## src/rtl/core/ptif_pkg.sv

```systemverilog
// ----------------------------------------------------------------------------
// ptif_pkg
// Shared constants and helpers for the packet truncation unit with IPv4
// header length and checksum fixup.
// ----------------------------------------------------------------------------
package ptif_pkg;

  // Default depth of the IPv4 header hold buffer in bytes.
  localparam int unsigned HEADER_HOLD_BYTES = 60;

  // Configuration register indexes.
  localparam logic REG_ENABLE    = 1'b0;
  localparam logic REG_TRUNC_LEN = 1'b1;

  // Ethernet framing.
  localparam logic [4:0]  ETH_BASE_LEN = 5'd14;
  localparam logic [4:0]  TAG_LEN      = 5'd4;
  localparam logic [4:0]  TAGGED_IP_OFF = ETH_BASE_LEN + TAG_LEN;
  localparam logic [15:0] TYPE_IPV4    = 16'h0800;
  localparam logic [15:0] TYPE_CTAG    = 16'h8100;
  localparam logic [15:0] TYPE_STAG    = 16'h88A8;

  // Byte positions of the outer and inner type fields.
  localparam logic [15:0] POS_TYPE_HI  = 16'd12;
  localparam logic [15:0] POS_TYPE_LO  = 16'd13;
  localparam logic [15:0] POS_INNER_HI = 16'd16;
  localparam logic [15:0] POS_INNER_LO = 16'd17;
  localparam logic [15:0] POS_MAX      = 16'hFFFF;

  // IPv4 header layout.
  localparam logic [3:0] IPV4_VERSION = 4'h4;
  localparam logic [5:0] IPV4_MIN_HDR = 6'd20;
  localparam logic [5:0] OFF_TLEN_HI  = 6'd2;
  localparam logic [5:0] OFF_TLEN_LO  = 6'd3;
  localparam logic [5:0] OFF_CSUM_HI  = 6'd10;
  localparam logic [5:0] OFF_CSUM_LO  = 6'd11;

  // Smallest kept lengths that still hold a minimal IPv4 header, or for VLAN the tag.
  localparam logic [15:0] KEEP_MIN_UNTAGGED = 16'(ETH_BASE_LEN) + 16'(IPV4_MIN_HDR);
  localparam logic [15:0] KEEP_MIN_VLAN     = 16'(ETH_BASE_LEN) + 16'(TAG_LEN);
  localparam logic [15:0] KEEP_MIN_TAGGED   = 16'(TAGGED_IP_OFF) + 16'(IPV4_MIN_HDR);

  // Adds one header byte to the running ones'-complement sum. The total
  // length and checksum fields are left out since both get rewritten.
  function automatic logic [20:0] csum_add(logic [20:0] sum, logic [5:0] off,
                                           logic [7:0] b);
    logic [20:0] addend;
    addend = off[0] ? {13'd0, b} : {5'd0, b, 8'd0};
    if (off == OFF_TLEN_HI || off == OFF_TLEN_LO ||
        off == OFF_CSUM_HI || off == OFF_CSUM_LO) begin
      return sum;
    end
    return sum + addend;
  endfunction

endpackage

```

## src/rtl/core/packet_truncate_ipv4_fixup_unit.sv

```systemverilog
// ----------------------------------------------------------------------------
// packet_truncate_ipv4_fixup_unit
// Truncates byte-wide frames to a configured length and, for IPv4 frames,
// holds the IPv4 header to rewrite its total length and header checksum.
// ----------------------------------------------------------------------------
// Channel   Direction  Payload
// s_axis    in         tdata[7:0] data_byte, tdata[23:8] frame_length,
//                      tlast last_in
// m_axis    out        tdata[7:0] out_byte, tlast out_last
// cfg       in         index 0 enable, index 1 truncate_length
//
// Bytes that pass through go out through the output register, one beat per
// cycle while the output is not stalled. A held IPv4 header stalls the input
// from the beat after its last byte while the header memory is read back, one
// read per cycle through its single read port when the output is free.
// Reset clears all control state; the header memory needs no clearing.
// Stalls on the output side hold the input off only once the output
// register is full.
// ----------------------------------------------------------------------------
module packet_truncate_ipv4_fixup_unit #(
  parameter int unsigned HEADER_HOLD_BYTES = ptif_pkg::HEADER_HOLD_BYTES
) (
  input  logic        clk_i,
  input  logic        rst_ni,
  input  logic        cfg_we_i,
  input  logic        cfg_idx_i,
  input  logic [15:0] cfg_wdata_i,
  input  logic        s_axis_tvalid,
  output logic        s_axis_tready,
  input  logic [23:0] s_axis_tdata,   // [7:0] data_byte, [23:8] frame_length
  input  logic        s_axis_tlast,
  output logic        m_axis_tvalid,
  input  logic        m_axis_tready,
  output logic [7:0]  m_axis_tdata,   // [7:0] out_byte
  output logic        m_axis_tlast
);
  import ptif_pkg::*;

  localparam int unsigned IDX_W = $clog2(HEADER_HOLD_BYTES);
  localparam int unsigned CNT_W = $clog2(HEADER_HOLD_BYTES + 1);
  localparam logic [6:0]  HOLD_MAX = 7'(HEADER_HOLD_BYTES);

  // Configuration.
  logic        en_q;
  logic [15:0] tlen_q;

  // Frame parse state.
  logic [15:0] pos_q, pos_d;
  logic        cut_q, cut_d;
  logic [15:0] kept_q, kept_d;
  logic [15:0] eth_q, eth_d;
  logic        vlan_q, vlan_d;
  logic [4:0]  ipoff_q, ipoff_d;
  logic [5:0]  need_q, need_d;
  logic        hold_q, hold_d;
  logic [CNT_W-1:0] hold_cnt_q, hold_cnt_d;
  logic [20:0] csum_q, csum_d;
  logic [15:0] total_q, total_d;
  logic [21:0] s1_q;
  logic [15:0] chk_q;

  // Release sequencer.
  logic             rel_active_q, rel_active_d;
  logic             rel_fixed_q, rel_fixed_d;
  logic             rel_mark_q, rel_mark_d;
  logic [CNT_W-1:0] rel_cnt_q, rel_cnt_d;
  logic [IDX_W-1:0] iss_q, iss_d;
  logic             rd_pend_q, rd_pend_d;
  logic [IDX_W-1:0] rd_idx_q, rd_idx_d;

  // Header memory.
  logic [7:0]       hdr_mem [HEADER_HOLD_BYTES];
  logic             wr_en;
  logic [IDX_W-1:0] wr_addr;
  logic             rd_en;
  logic [7:0]       rd_data_q;

  // Output register.
  logic       out_valid_q, out_valid_d;
  logic [7:0] out_byte_q, out_byte_d;
  logic       out_last_q, out_last_d;
  logic       out_load;

  logic       in_acc, out_free, move;
  logic [7:0] b;
  logic [15:0] flen;
  logic        last;

  // Frame-start view of the state.
  logic        first;
  logic        cut_e;
  logic [15:0] kept_e, eth_e, eth_v;
  logic        vlan_e, hold_e;
  logic [4:0]  ipoff_e;
  logic [20:0] csum_e;
  logic [5:0]  ihl;
  logic        ihl_ok;
  logic        pos_end;

  logic [16:0] fold1;
  logic [15:0] fold2;

  assign b    = s_axis_tdata[7:0];
  assign flen = s_axis_tdata[23:8];
  assign last = s_axis_tlast;

  assign out_free      = !out_valid_q || m_axis_tready;
  assign s_axis_tready = !rel_active_q && !rd_pend_q && out_free;
  assign in_acc        = s_axis_tvalid && s_axis_tready;
  assign move          = rd_pend_q && out_free;

  assign m_axis_tvalid = out_valid_q;
  assign m_axis_tdata  = out_byte_q;
  assign m_axis_tlast  = out_last_q;

  always_ff @(posedge clk_i or negedge rst_ni) begin
    if (!rst_ni) begin
      en_q   <= 1'b0;
      tlen_q <= 16'd0;
    end else if (cfg_we_i) begin
      case (cfg_idx_i)
        REG_ENABLE:    en_q   <= cfg_wdata_i[0];
        REG_TRUNC_LEN: tlen_q <= cfg_wdata_i;
        default:       en_q   <= en_q;
      endcase
    end
  end

  always_comb begin
    first   = (pos_q == 16'd0);
    cut_e   = first ? (en_q && tlen_q != 16'd0 && flen > tlen_q) : cut_q;
    kept_e  = first ? tlen_q : kept_q;
    eth_e   = first ? 16'd0 : eth_q;
    vlan_e  = first ? 1'b0 : vlan_q;
    ipoff_e = first ? 5'd0 : ipoff_q;
    hold_e  = first ? 1'b0 : hold_q;
    csum_e  = first ? 21'd0 : csum_q;
    ihl     = {b[3:0], 2'b00};
    ihl_ok  = b[7:4] == IPV4_VERSION && ihl >= IPV4_MIN_HDR &&
              {1'b0, ihl} <= HOLD_MAX &&
              {1'b0, kept_e} >= 17'(ipoff_e) + 17'(ihl);
    pos_end = ({1'b0, pos_q} + 17'd1) == {1'b0, kept_e};
    eth_v   = eth_e | {8'd0, b};

    pos_d      = pos_q;
    cut_d      = cut_q;
    kept_d     = kept_q;
    eth_d      = eth_q;
    vlan_d     = vlan_q;
    ipoff_d    = ipoff_q;
    need_d     = need_q;
    hold_d     = hold_q;
    hold_cnt_d = hold_cnt_q;
    csum_d     = csum_q;
    total_d    = total_q;

    rel_active_d = rel_active_q;
    rel_fixed_d  = rel_fixed_q;
    rel_mark_d   = rel_mark_q;
    rel_cnt_d    = rel_cnt_q;
    iss_d        = iss_q;
    rd_pend_d    = rd_pend_q;
    rd_idx_d     = rd_idx_q;
    rd_en        = 1'b0;

    wr_en   = 1'b0;
    wr_addr = '0;

    out_load   = 1'b0;
    out_byte_d = out_byte_q;
    out_last_d = out_last_q;

    if (in_acc) begin
      cut_d   = cut_e;
      kept_d  = kept_e;
      eth_d   = eth_e;
      vlan_d  = vlan_e;
      ipoff_d = ipoff_e;
      hold_d  = hold_e;
      csum_d  = csum_e;

      if (cut_e && pos_q >= kept_e) begin
        // Past the kept length: the beat is dropped.
      end else if (hold_e) begin
        wr_en   = 1'b1;
        wr_addr = hold_cnt_q[IDX_W-1:0];
        csum_d  = csum_add(csum_e, 6'(hold_cnt_q), b);
        if (6'(hold_cnt_q) + 6'd1 == need_q) begin
          rel_active_d = 1'b1;
          rel_fixed_d  = 1'b1;
          rel_mark_d   = last || pos_end;
          rel_cnt_d    = hold_cnt_q + CNT_W'(1);
          iss_d        = '0;
          total_d      = kept_e - 16'(ipoff_e);
          hold_d       = 1'b0;
          ipoff_d      = 5'd0;
        end else if (last) begin
          // Frame ended inside the header: release it as it came.
          rel_active_d = 1'b1;
          rel_fixed_d  = 1'b0;
          rel_mark_d   = 1'b1;
          rel_cnt_d    = hold_cnt_q + CNT_W'(1);
          iss_d        = '0;
          hold_d       = 1'b0;
        end else begin
          hold_cnt_d = hold_cnt_q + CNT_W'(1);
        end
      end else if (cut_e && ipoff_e != 5'd0 && pos_q == 16'(ipoff_e)) begin
        if (ihl_ok) begin
          hold_d     = 1'b1;
          need_d     = ihl;
          wr_en      = 1'b1;
          wr_addr    = '0;
          csum_d     = {5'd0, b, 8'd0};
          hold_cnt_d = CNT_W'(1);
          if (last) begin
            rel_active_d = 1'b1;
            rel_fixed_d  = 1'b0;
            rel_mark_d   = 1'b1;
            rel_cnt_d    = CNT_W'(1);
            iss_d        = '0;
            hold_d       = 1'b0;
          end
        end else begin
          ipoff_d    = 5'd0;
          out_load   = 1'b1;
          out_byte_d = b;
          out_last_d = last || pos_end;
        end
      end else begin
        if (cut_e) begin
          if (pos_q == POS_TYPE_HI || pos_q == POS_INNER_HI) begin
            eth_d = {b, 8'd0};
          end else if (pos_q == POS_TYPE_LO) begin
            eth_d = eth_v;
            if (eth_v == TYPE_IPV4 && kept_e >= KEEP_MIN_UNTAGGED) begin
              ipoff_d = ETH_BASE_LEN;
            end else if ((eth_v == TYPE_CTAG || eth_v == TYPE_STAG) &&
                         kept_e >= KEEP_MIN_VLAN) begin
              vlan_d = 1'b1;
            end
          end else if (pos_q == POS_INNER_LO && vlan_e) begin
            eth_d  = eth_v;
            vlan_d = 1'b0;
            if (eth_v == TYPE_IPV4 && kept_e >= KEEP_MIN_TAGGED) begin
              ipoff_d = TAGGED_IP_OFF;
            end
          end
        end
        out_load   = 1'b1;
        out_byte_d = b;
        out_last_d = last || (cut_e && pos_end);
      end

      if (last) begin
        pos_d  = 16'd0;
        hold_d = 1'b0;
      end else if (pos_q != POS_MAX) begin
        pos_d = pos_q + 16'd1;
      end
    end

    // Read back the held header, one memory read per cycle while the output
    // register is free. The read data register keeps its byte until the output register takes it.
    if (move) begin
      out_load   = 1'b1;
      out_byte_d = rd_data_q;
      if (rel_fixed_q) begin
        case (6'(rd_idx_q))
          OFF_TLEN_HI: out_byte_d = total_q[15:8];
          OFF_TLEN_LO: out_byte_d = total_q[7:0];
          OFF_CSUM_HI: out_byte_d = chk_q[15:8];
          OFF_CSUM_LO: out_byte_d = chk_q[7:0];
          default:     out_byte_d = rd_data_q;
        endcase
      end
      out_last_d = rel_mark_q && (CNT_W'(rd_idx_q) + CNT_W'(1) == rel_cnt_q);
      rd_pend_d  = 1'b0;
    end
    if (rel_active_q && (!rd_pend_q || move)) begin
      rd_en     = 1'b1;
      rd_pend_d = 1'b1;
      rd_idx_d  = iss_q;
      if (CNT_W'(iss_q) + CNT_W'(1) == rel_cnt_q) begin
        rel_active_d = 1'b0;
      end else begin
        iss_d = iss_q + IDX_W'(1);
      end
    end

    if (out_load) begin
      out_valid_d = 1'b1;
    end else if (m_axis_tready) begin
      out_valid_d = 1'b0;
    end else begin
      out_valid_d = out_valid_q;
    end

    // The checksum passes through the sum register s1_q and then the folded complement
    // register chk_q after the header's last byte, well before its bytes are read back.
    fold1 = {1'b0, s1_q[15:0]} + {11'd0, s1_q[21:16]};
    fold2 = fold1[15:0] + {15'd0, fold1[16]};
  end

  always_ff @(posedge clk_i or negedge rst_ni) begin
    if (!rst_ni) begin
      pos_q        <= 16'd0;
      cut_q        <= 1'b0;
      kept_q       <= 16'd0;
      eth_q        <= 16'd0;
      vlan_q       <= 1'b0;
      ipoff_q      <= 5'd0;
      need_q       <= 6'd0;
      hold_q       <= 1'b0;
      hold_cnt_q   <= '0;
      csum_q       <= 21'd0;
      rel_active_q <= 1'b0;
      rel_fixed_q  <= 1'b0;
      rel_mark_q   <= 1'b0;
      rel_cnt_q    <= '0;
      iss_q        <= '0;
      rd_pend_q    <= 1'b0;
      out_valid_q  <= 1'b0;
    end else begin
      pos_q        <= pos_d;
      cut_q        <= cut_d;
      kept_q       <= kept_d;
      eth_q        <= eth_d;
      vlan_q       <= vlan_d;
      ipoff_q      <= ipoff_d;
      need_q       <= need_d;
      hold_q       <= hold_d;
      hold_cnt_q   <= hold_cnt_d;
      csum_q       <= csum_d;
      rel_active_q <= rel_active_d;
      rel_fixed_q  <= rel_fixed_d;
      rel_mark_q   <= rel_mark_d;
      rel_cnt_q    <= rel_cnt_d;
      iss_q        <= iss_d;
      rd_pend_q    <= rd_pend_d;
      out_valid_q  <= out_valid_d;
    end
  end

  always_ff @(posedge clk_i) begin
    rd_idx_q   <= rd_idx_d;
    total_q    <= total_d;
    s1_q       <= {1'b0, csum_q} + {6'd0, total_q};
    chk_q      <= ~fold2;
    out_byte_q <= out_byte_d;
    out_last_q <= out_last_d;
  end

  always_ff @(posedge clk_i) begin
    if (wr_en) begin
      hdr_mem[wr_addr] <= b;
    end
    if (rd_en) begin
      rd_data_q <= hdr_mem[iss_q];
    end
  end

endmodule

```

## config.mk

```make
export PLATFORM = sky130hd
export DESIGN_NAME = packet_truncate_ipv4_fixup_unit
export DESIGN_NICKNAME = d
export VERILOG_FILES = /design/src/rtl/core/ptif_pkg.sv /design/src/rtl/core/packet_truncate_ipv4_fixup_unit.sv
export SDC_FILE = /design/constraint.sdc
export NUM_CORES = 1
export LEC_CHECK = 0
export ABC_AREA = 1
export BUFFER_PORTS_ARGS = -buffer_cell sky130_fd_sc_hd__buf_2
export CELL_PAD_IN_SITES_DETAIL_PLACEMENT = 1
export CELL_PAD_IN_SITES_GLOBAL_PLACEMENT = 1
export CORE_UTILIZATION = 40
export CTS_CLUSTER_SIZE = 20
export DETAILED_ROUTE_END_ITERATION = 8
export HOLD_SLACK_MARGIN = 0.05
export PLACE_DENSITY = 0.77
export SETUP_SLACK_MARGIN = 0.05
export SLEW_MARGIN = 20
export SYNTH_ARGS = -nofsm -noshare
export SYNTH_HDL_FRONTEND = slang
export SYNTH_SLANG_ARGS = --single-unit
```

## constraint.sdc

```tcl
create_clock -name clk_i -period 5.1 [get_ports clk_i]
set_input_delay 0.255 -clock clk_i [delete_from_list [all_inputs] [get_ports clk_i]]
set_output_delay 0.255 -clock clk_i [all_outputs]
set_load 0.05 [all_outputs]
```

# ---- Word-level counts from Yosys, hierarchy flattened
# Memory sizes are Yosys's and may differ from the RTL's. A register that Yosys moved wholly into a read port is not among the register bits.
# Index checks and enable logic that the tools add are counted.
# Widths: inputs -> output; s select.
dict set report totals {
  reg_bits 190
  ramBits 480
  out_inout_bits 11
  word_cells 251
  n_memories 1
}
dict set report classes {
  n_addsub 11
  n_lt_le_gt_ge 7
  n_eq_ne 27
  muxes 125
  bitwise_logic 5
  n_reduce_logical 50
}
# memory depth width read_ports rd_clocked_by_memory_dff wr line
set mem_list {}
lappend mem_list {hdr_mem 60 8 1 1 1 packet_truncate_ipv4_fixup_unit.sv:72} ;# logic [7:0] hdr_mem [HEADER_HOLD_BYTES];
# operator count
set ops {}
lappend ops {{$mux 16} 12}
lappend ops {{$mux 21} 7}
lappend ops {{$mux 6} 23}
lappend ops {{$mux 1} 63}
lappend ops {{$mux 5} 12}
lappend ops {{$mux 8} 7}
lappend ops {{$eq 16x16->1 const B} 2}
lappend ops {{$eq 16x4->1 const B} 2}
lappend ops {{$eq 16x5->1 const B} 2}
lappend ops {{$ge 16x6->1 const B} 2}
lappend ops {{$pmux 8 s4} 1}
lappend ops {{$eq 6x2->1 const B} 4}
lappend ops {{$eq 6x4->1 const B} 4}
lappend ops {{$add 21x16->22} 1}
lappend ops {{$add 21x16->21} 1}
lappend ops {{$add 6x1->6 const B} 3}
lappend ops {{$eq 6x6->1} 3}
lappend ops {{$logic_and 1x1->1} 18}
lappend ops {{$add 16x1->17 const B} 1}
lappend ops {{$add 16x6->17} 1}
lappend ops {{$eq 17x16->1} 1}
lappend ops {{$add 16x1->16} 1}
lappend ops {{$add 16x1->16 const B} 1}
lappend ops {{$eq 16x12->1 const B} 1}
lappend ops {{25 further kinds} 52}

# ---- Logic depth before layout (Yosys ltp)
# Gate-level depths: netlist of the first run.
dict set report logic_depth {
  ltp_word 14
  mapped_depth 30
  ltp_nobuf 29
}

# ---- Worst setup path before layout of the first run
# OpenSTA, ideal clock, no wires.
dict set report synth_timing {
  path_type {register to register}
  from {reg pos_q[0]}
  to {mem hdr_mem[8][0] (enable)}
  setup_time_ns 0.370
  arrival_time_ns 4.093
  path_slack_ns 0.637
  path_stages_with_launch 28
  path_cell_list {dfrtp_1 > inv_1 > ha_1 > nand2_2 > nor2_4 > nand2_1 > buf_6 > buf_6 > inv_2 > buf_1 > nor2_1 > a21oi_1 > inv_1 > ha_1 > fa_1 > a21boi_0 > o21ai_0 > nand2_1 > nand2_1 > nand3_1 > nand2_1 > inv_1 > o21bai_2 > nand2_1 > nand2_1 > nor2_4 > nand3_1 > nor2_1}
}
dict set report synth_via {
  word_cells_on_any_way 24
  cone_classes {add/sub (1); order compare (2); eq/ne (1); mux (14); reduce/logical (6)}
}
# element line
set synth_lines {}
lappend synth_lines {{from (decl)} packet_truncate_ipv4_fixup_unit.sv:48} ;# logic [15:0] pos_q, pos_d;
lappend synth_lines {{from (signal assigned)} packet_truncate_ipv4_fixup_unit.sv:325} ;# pos_q <= pos_d;
lappend synth_lines {{$logic_not 16->1 (*)} packet_truncate_ipv4_fixup_unit.sv:130} ;# first = (pos_q == 16'd0);
lappend synth_lines {{$mux 16 (*)} packet_truncate_ipv4_fixup_unit.sv:132} ;# kept_e = first ? tlen_q : kept_q;
lappend synth_lines {{net kept_e[0]} packet_truncate_ipv4_fixup_unit.sv:92} ;# logic [15:0] kept_e, eth_e, eth_v;
lappend synth_lines {{$ge 16x7->1} packet_truncate_ipv4_fixup_unit.sv:141} ;# {1'b0, kept_e} >= 17'(ipoff_e) + 17'(ihl);
lappend synth_lines {{$logic_and 1x1->1} packet_truncate_ipv4_fixup_unit.sv:140} ;# {1'b0, ihl} <= HOLD_MAX &&
lappend synth_lines {{$mux 1} packet_truncate_ipv4_fixup_unit.sv:209} ;# if (ihl_ok) begin
lappend synth_lines {{$mux 1} packet_truncate_ipv4_fixup_unit.sv:208} ;# end else if (cut_e && ipoff_e != 5'd0 && pos_q == 16'(ipoff_e)) begin
lappend synth_lines {{$mux 1} packet_truncate_ipv4_fixup_unit.sv:184} ;# end else if (hold_e) begin
lappend synth_lines {{$mux 1} packet_truncate_ipv4_fixup_unit.sv:182} ;# if (cut_e && pos_q >= kept_e) begin
lappend synth_lines {{$mux 1} packet_truncate_ipv4_fixup_unit.sv:173} ;# if (in_acc) begin
lappend synth_lines {{$mux 1} packet_truncate_ipv4_fixup_unit.sv:355} ;# if (wr_en) begin
lappend synth_lines {{$mux 1 (implied by the code)} packet_truncate_ipv4_fixup_unit.sv:356} ;# hdr_mem[wr_addr] <= b;
lappend synth_lines {{to (decl)} packet_truncate_ipv4_fixup_unit.sv:72}
# The timed path passes the listed nets; every way through them passes the cells marked *.

# ---- Worst setup path in the final report of the first run
dict set report layout_timing {
  from {reg pos_q[0]}
  to {mem hdr_mem[17][2] (enable)}
}
dict set report layout_via {
  elab_chain_len 12
  word_cells_on_any_way 24
  cone_classes {add/sub (1); order compare (2); eq/ne (1); mux (14); reduce/logical (6)}
}
# element line
set layout_rtl {}
lappend layout_rtl {{$logic_not 16->1} packet_truncate_ipv4_fixup_unit.sv:130}
lappend layout_rtl {{$mux 5} packet_truncate_ipv4_fixup_unit.sv:135} ;# ipoff_e = first ? 5'd0 : ipoff_q;
lappend layout_rtl {{$add 5x6->7} packet_truncate_ipv4_fixup_unit.sv:141}
lappend layout_rtl {{$ge 16x7->1} packet_truncate_ipv4_fixup_unit.sv:141}
lappend layout_rtl {{$logic_and 1x1->1} packet_truncate_ipv4_fixup_unit.sv:140}
lappend layout_rtl {{$mux 1} packet_truncate_ipv4_fixup_unit.sv:209}
lappend layout_rtl {{$mux 1} packet_truncate_ipv4_fixup_unit.sv:208}
lappend layout_rtl {{$mux 1} packet_truncate_ipv4_fixup_unit.sv:184}
lappend layout_rtl {{$mux 1} packet_truncate_ipv4_fixup_unit.sv:182}
lappend layout_rtl {{$mux 1} packet_truncate_ipv4_fixup_unit.sv:173}
lappend layout_rtl {{$mux 1} packet_truncate_ipv4_fixup_unit.sv:355}
lappend layout_rtl {{$mux 1 (implied by the code)} packet_truncate_ipv4_fixup_unit.sv:356}
# Several ways; a longest one is shown, not always the timed one.

==> results of run 1 <==
==> state kept, by name (all words and copies together), names as in the netlist, 16 cells and up <==
name     count
csum_q      21
tlen_q      16
total_q     16
chk_q       16
hdr_mem    480
kept_q      16
pos_q       16
s1_q        22
eth_q       16
==> cells in the mapped netlist, types with 4 or more instances <==
library cell | instances | area (um^2)
dfxtp_1 | 38 | 761
buf_2 | 10 | 50.1
nor2_1 | 547 | 2050
o21ai_1 | 18 | 90.1
nand2_2 | 5 | 31.3
a221oi_1 | 8 | 70.1
edfxtp_1 | 519 | 15600
xor2_1 | 71 | 622
a211oi_1 | 5 | 37.5
nor3_1 | 30 | 150
a21oi_1 | 132 | 661
buf_6 | 5 | 56.3
nand4_1 | 31 | 194
inv_1 | 239 | 897
clkinv_1 | 6 | 22.5
clkbuf_1 | 123 | 462
nor4_1 | 7 | 43.8
o221ai_1 | 4 | 35.0
o31ai_1 | 6 | 45.0
a31oi_1 | 13 | 81.3
buf_1 | 10 | 37.5
o21ai_0 | 428 | 2140
xnor2_1 | 21 | 184
or2_2 | 8 | 50.1
a21o_1 | 5 | 37.5
nand3_1 | 130 | 651
fa_1 | 4 | 80.1
o211ai_1 | 13 | 97.6
nand2_1 | 589 | 2210
o22ai_1 | 148 | 926
nor2_4 | 4 | 45.0
inv_2 | 6 | 22.5
nand2_4 | 5 | 56.3
buf_4 | 6 | 45.0
nor2_2 | 5 | 31.3
ha_1 | 91 | 1140
dfrtp_1 | 121 | 3030
==> metrics by stage <==
step	cells	util (%)	TNS, ns	worst slack (ns)
floorplan	3456	-	0	0.637
finish	4661	45.7	0	0.349
CTS	4661	45.6	0	0.236
global route	4661	45.7	-2.78	-0.0730
detailed placement	4505	42.4	0	0.251
global placement	4505	42.4	0	0.484
==> power by group <==
group	leakage [nW]	internal, W	switching (W)
clock	1.17	0.00303	0.00235
sequential	6.53	0.00670	0.000664
combinational	6.84	0.00350	0.00822
total	14.5	0.0132	0.0112
==> final cells by class <==
type	count	share of cell area [%]
multi-input cells	2373	32.8
flip-flops and latches	678	51.7
clock inverters	37	1.09
clock buffers	98	5.37
repair buffers	154	3.02
well taps	1070	3.57
inverters	251	2.52
==> kinds of logic after synthesis <==
group           Yosys count  share of synthesized area (%)
fa+ha+maj                95                           3.68
xor+xnor                 92                           2.43
compound gates          808                           13.5
buf+inv                 405                           4.80
simple gates           1378                           17.2
flops                   678                           58.4
==> per-layer routing <==
metal / vias to the layer above / track usage, % / routed length [um]
met4: 4 / 9.22 / 3480
li1: 12200 / - / -
met3: 187 / 3.44 / 7500
met5: - / 0 / 23
met2: 988 / 40.5 / 49300
met1: 13300 / 35.5 / 47200
==> what timing repair did <==
item | 4_1_cts | 5_1_grt
gates resized for setup | 0 | 33
setup endpoints to repair | 0 | 233
buffers inserted | 0 | 0
endpoints found under the hold margin | 96 | 0
hold buffers | 21 | 0
==> final timing paths <==
kind | startpoint | end | slack [ns] | cells past startpoint
max | pos_q[0] | hdr_mem[17][2] | 0.35 | 19
min | s_axis_tdata[6] | hdr_mem[26][6] | 0.19 | 1
max reg2reg | pos_q[0] | hdr_mem[17][2] | 0.35 | 19
min reg2reg | vlan_q | vlan_q | 0.48 | 2
max in group asynchronous | rst_ni | iss_q[1] | 3.49 | 3
min in group asynchronous | rst_ni | tlen_q[14] | 0.26 | 2
==> metrics, run 1 <==
Detail Route Antenna Nets 0; FILL cells 9215; Worst Path Buf+Inv 2; Leak 14.5 nW; CP Cell Sequence inv_1, ha_1, nand2_2, nor2_4, nand2_2, buf_4, o21ai_1, ha_1, a21oi_1, o21ai_0, nand2_1, nand2_1, nand2_1, nand3_1, nand2_4, nand2_4, nor4_2, nand2_1, nor2_1; Hold Crit Class in2reg; CTS tree yes; Final setup violation count 0; Ports 58; synth warn 0; Post-Route WL 107 mm; final hold vios 0; clock skew 0.0313 ns; Peak supply drop 446 uV; TritonCTS buffer count 76; Die Width 290 um; # diodes 0; H-tree depth 3; actual transition at the worst max-transition pin 1.07 ns; std cell rows 105; worst hold slack 0.185 ns; crit path DAT 5.02 ns; GR Util All Layers 25.5%; WP data required 5.37 ns; post-DP HPWL 72.7 mm; Seq/Total Area, Yosys 58.4%; startpoint types flop; maximum clock path buffer count 3; FF+latch count, synth 678; post-DR vias/cell 5.71; most frequent CP cell nand2_1; Die Area 0.0841 mm^2; largest net degree at the start of global routing 130; clock sink count 678; Worst setup EP type flop; status complete, no violations; Final min period 4.75 ns; Max Freq 0.210 GHz; Yosys cell types 60; Cell Area, Placed 0.0348 mm^2; Total Nets Final 3676; cell family with the largest share of critical-path delay simple AND/OR/NAND/NOR gates; Final period util 93.2%; share of cells above drive strength 1 9.13%; Crit Path Max Fanout 17; max-slew violation count 0; commonest non-fill, non-tap cell in the layout nand2_1; Max-Cap Viols 0; slowest CP cell nor2_1; CTS Root Cell clkbuf_16; Tot Pwr 0.0245 W; core outline area 0.0821 mm^2; initial DRC count 2418; CP max stage delay 0.67 ns; Initial Util 40.4%; commonest non-fill, non-tap cells in the layout 587 x nand2_1, 519 x edfxtp_1, 516 x nor2_1; CP Class reg2reg; multi-input combinational cell area 0.0123 mm^2; drt wl/cell 23.1 um; routability cong. 0.889; Post-Syn Area 0.0332 mm^2; synthesized net count 3598; post-route DRC violation count 0; global route total overflow 0; input/output buffers 57; final instance area 0.0375 mm^2; Post-synth EDFFs 519; RSZ-0062 raised after global routing true; clk_lat worst skew 0.64 ns; total power per unit cell area 652 mW/mm^2; initial antenna violation count 3; ys flop type edfxtp_1; Vias 26600; Mapped Cells 3456; clk slew on worst S/H paths 0.06 ns; area grow syn2layout 13.1%; vias in the first global route 27200; FF/Latch Area 0.0194 mm^2; DR pass1 iterations 5; first-pass GRT wire length 165 mm; Chip Height 290 um; Mean Syn Cell Area 9.59 um^2; Rel. slew slack 28.1%; Post-synth ARST share 17.8%
Note: power is estimated with default switching activity, not from simulation.
==> run 2, diff against run 1 <==
--- a/config.mk
+++ b/config.mk
@@ -9,6 +9,7 @@
 export BUFFER_PORTS_ARGS = -buffer_cell sky130_fd_sc_hd__buf_2
 export CELL_PAD_IN_SITES_DETAIL_PLACEMENT = 1
 export CELL_PAD_IN_SITES_GLOBAL_PLACEMENT = 1
+export CORE_MARGIN = 5
 export CORE_UTILIZATION = 40
 export CTS_CLUSTER_SIZE = 20
 export DETAILED_ROUTE_END_ITERATION = 8
==> metrics, run 2 (synthesis gave the netlist of run 1 again) <==
most flop-heavy register hdr_mem; Detail Route Antenna Nets 0; initial DRC count 2717; routability cong. 0.883; Worst setup EP type flop; startpoint types flop; worst setup path start pos_q[0]; commonest non-fill, non-tap cells in the layout 587 x nand2_1, 530 x nor2_1, 519 x edfxtp_1; FILL cells 9204; post-DP HPWL 72.4 mm; final hold vios 0; CP Class reg2reg; CTS tree yes; CTS Root Cell clkbuf_16; total power per unit cell area 660 mW/mm^2; TritonCTS buffer count 78; clk slew on worst S/H paths 0.06 ns; Post-Route WL 108 mm; RSZ-0062 raised after global routing true; status complete, no violations; Hold Crit Class in2reg; Final setup violation count 0; first-pass GRT wire length 166 mm; Worst Path Buf+Inv 3; TNS Setup 0 ns; dpl cells 4523; largest net degree at the start of global routing 114; CP max stage delay 0.60 ns; Final min period 4.84 ns; Peak supply drop 415 uV; global route total overflow 0; r2r endpoint hdr_mem[4][3]; # diodes 0; H-tree depth 3; Max-Cap Viols 0; crit path DAT 5.10 ns; crit path to hdr_mem[4][3]; std cell rows 105; drt wl/cell 23.0 um; Max Freq 0.207 GHz; post-DR vias/cell 5.68; initial antenna violation count 2; Total Nets Final 3698; reg2reg path depth 19; input/output buffers 57; post-route DRC violation count 0; Die Width 298 um; CP Cell Sequence inv_1, ha_1, nand2_2, nor2_4, nand2_4, buf_4, nand2_1, nand2_1, ha_1, nand4_1, nor3_1, nand3_1, nand3_1, nand2_4, nand2_4, inv_1, a31oi_2, nand2_1, nor2_1; Chip Height 298 um; vias in the first global route 27300; Vias 26600; commonest non-fill, non-tap cell in the layout nand2_1; Final period util 94.9%; clk_lat worst skew 0.64 ns; Largest regs hdr_mem x480, s1_q x22, csum_q x21; WP data required 5.36 ns; multi-input combinational cell area 0.0123 mm^2; max reg flops 480; clock sink count 678; Leak 14.8 nW; Rel. slew slack 32.5%; Die Area 0.0888 mm^2; maximum clock path buffer count 3; area grow syn2layout 14.3%; max-slew violation count 0; DR pass1 iterations 5; FF/Latch Area 0.0194 mm^2; Finished Layout Cells 4688; Ports 58; setup ws final 0.262 ns; Crit Path Max Fanout 18; slowest CP cell nor2_1; final instance area 0.0379 mm^2; Crit path depth 19; pre-CTS setup slack 0.182 ns; Cell Area, Placed 0.0350 mm^2; Initial Util 40.4%; r2r startpoint pos_q[0]; core outline area 0.0821 mm^2; flop2flop setup slack 0.26 ns; cell family with the largest share of critical-path delay simple AND/OR/NAND/NOR gates; GR Util All Layers 23.8%; clock skew 0.0251 ns; actual transition at the worst max-transition pin 1.01 ns; share of cells above drive strength 1 9.65%
==> run 2: cell count changes in the layout (fill, tap and decap cells not counted), moves of 5 or more <==
cell        change
clkinvlp_4      +5
clkbuf_1        -9
nor2_1         +14
buf_4          +15
bufinv_16       +7
nor2_2         -12
==> run 2: worst register-to-register path: cells and delay by family (launching register included) <==
kind,cells,cell delay (ns)
and+or+nand+nor,13,2.62
DFF,1,0.41
AOI/OAI and AO/OA,1,0.24
buffers and inverters,3,0.57
adders and majority gates,2,0.62
==> run 2: metrics by stage <==
step / hold WS [ns] / total power (W) / util [%]
final: 0.0863 / 0.0250 / 46.2
after global routing: 0.111 / 0.0267 / 46.2
after CTS: 0.0702 / 0.0250 / 46.1
after detailed placement: 0.372 / 0.0190 / 42.6
after global placement: 0.368 / 0.0187 / 42.6
after floorplan: -0.0406 / 0.0151 / -
==> run 2: routing by layer <==
metal  vias to the layer above  share of wire (%)  global-route usage, %
met4                         2                3.3                   8.30
met3                       193                7.2                   3.35
met1                     13200                 43                   33.2
li1                      12200                  -                      -
met2                       994                 46                   38.3
met5                         -             0.0065                      0
==> run 2: worst min path at each step <==
stage               slack (ns)   endpoint          start  depth (start not counted)
CTS                       0.07  csum_q[4]  s_axis_tvalid                          3
detailed placement        0.37  tlen_q[7]         rst_ni                          1
finish                    0.09  csum_q[4]  s_axis_tvalid                          3
global placement          0.37  tlen_q[7]         rst_ni                          1
global route              0.11  csum_q[4]  s_axis_tvalid                          3
floorplan                -0.04  csum_q[0]         rst_ni                          0
==> run 2: where the power goes <==
part,leakage [nW],internal [W],switching (W)
logic,6.96,0.00359,0.00824
clock network,1.28,0.00346,0.00239
registers,6.53,0.00670,0.000653
total,14.8,0.0137,0.0113
==> run 2: area by class of cell <==
class                           instances  share of cell area [%]
Multi-Input combinational cell       2373                    32.3
Clock buffer                           91                    5.39
Timing Repair Buffer                  174                    3.50
Tap cell                             1070                    3.53
Clock inverter                         51                    1.63
Sequential cell                       678                    51.1
Inverter                              251                    2.50
==> run 2: what timing repair did <==
item,in CTS,in global routing
endpoints found under the hold margin,109,0
hold buffers,23,0
gates resized for setup,0,18
setup endpoints to repair,0,245
setup buffers,0,0
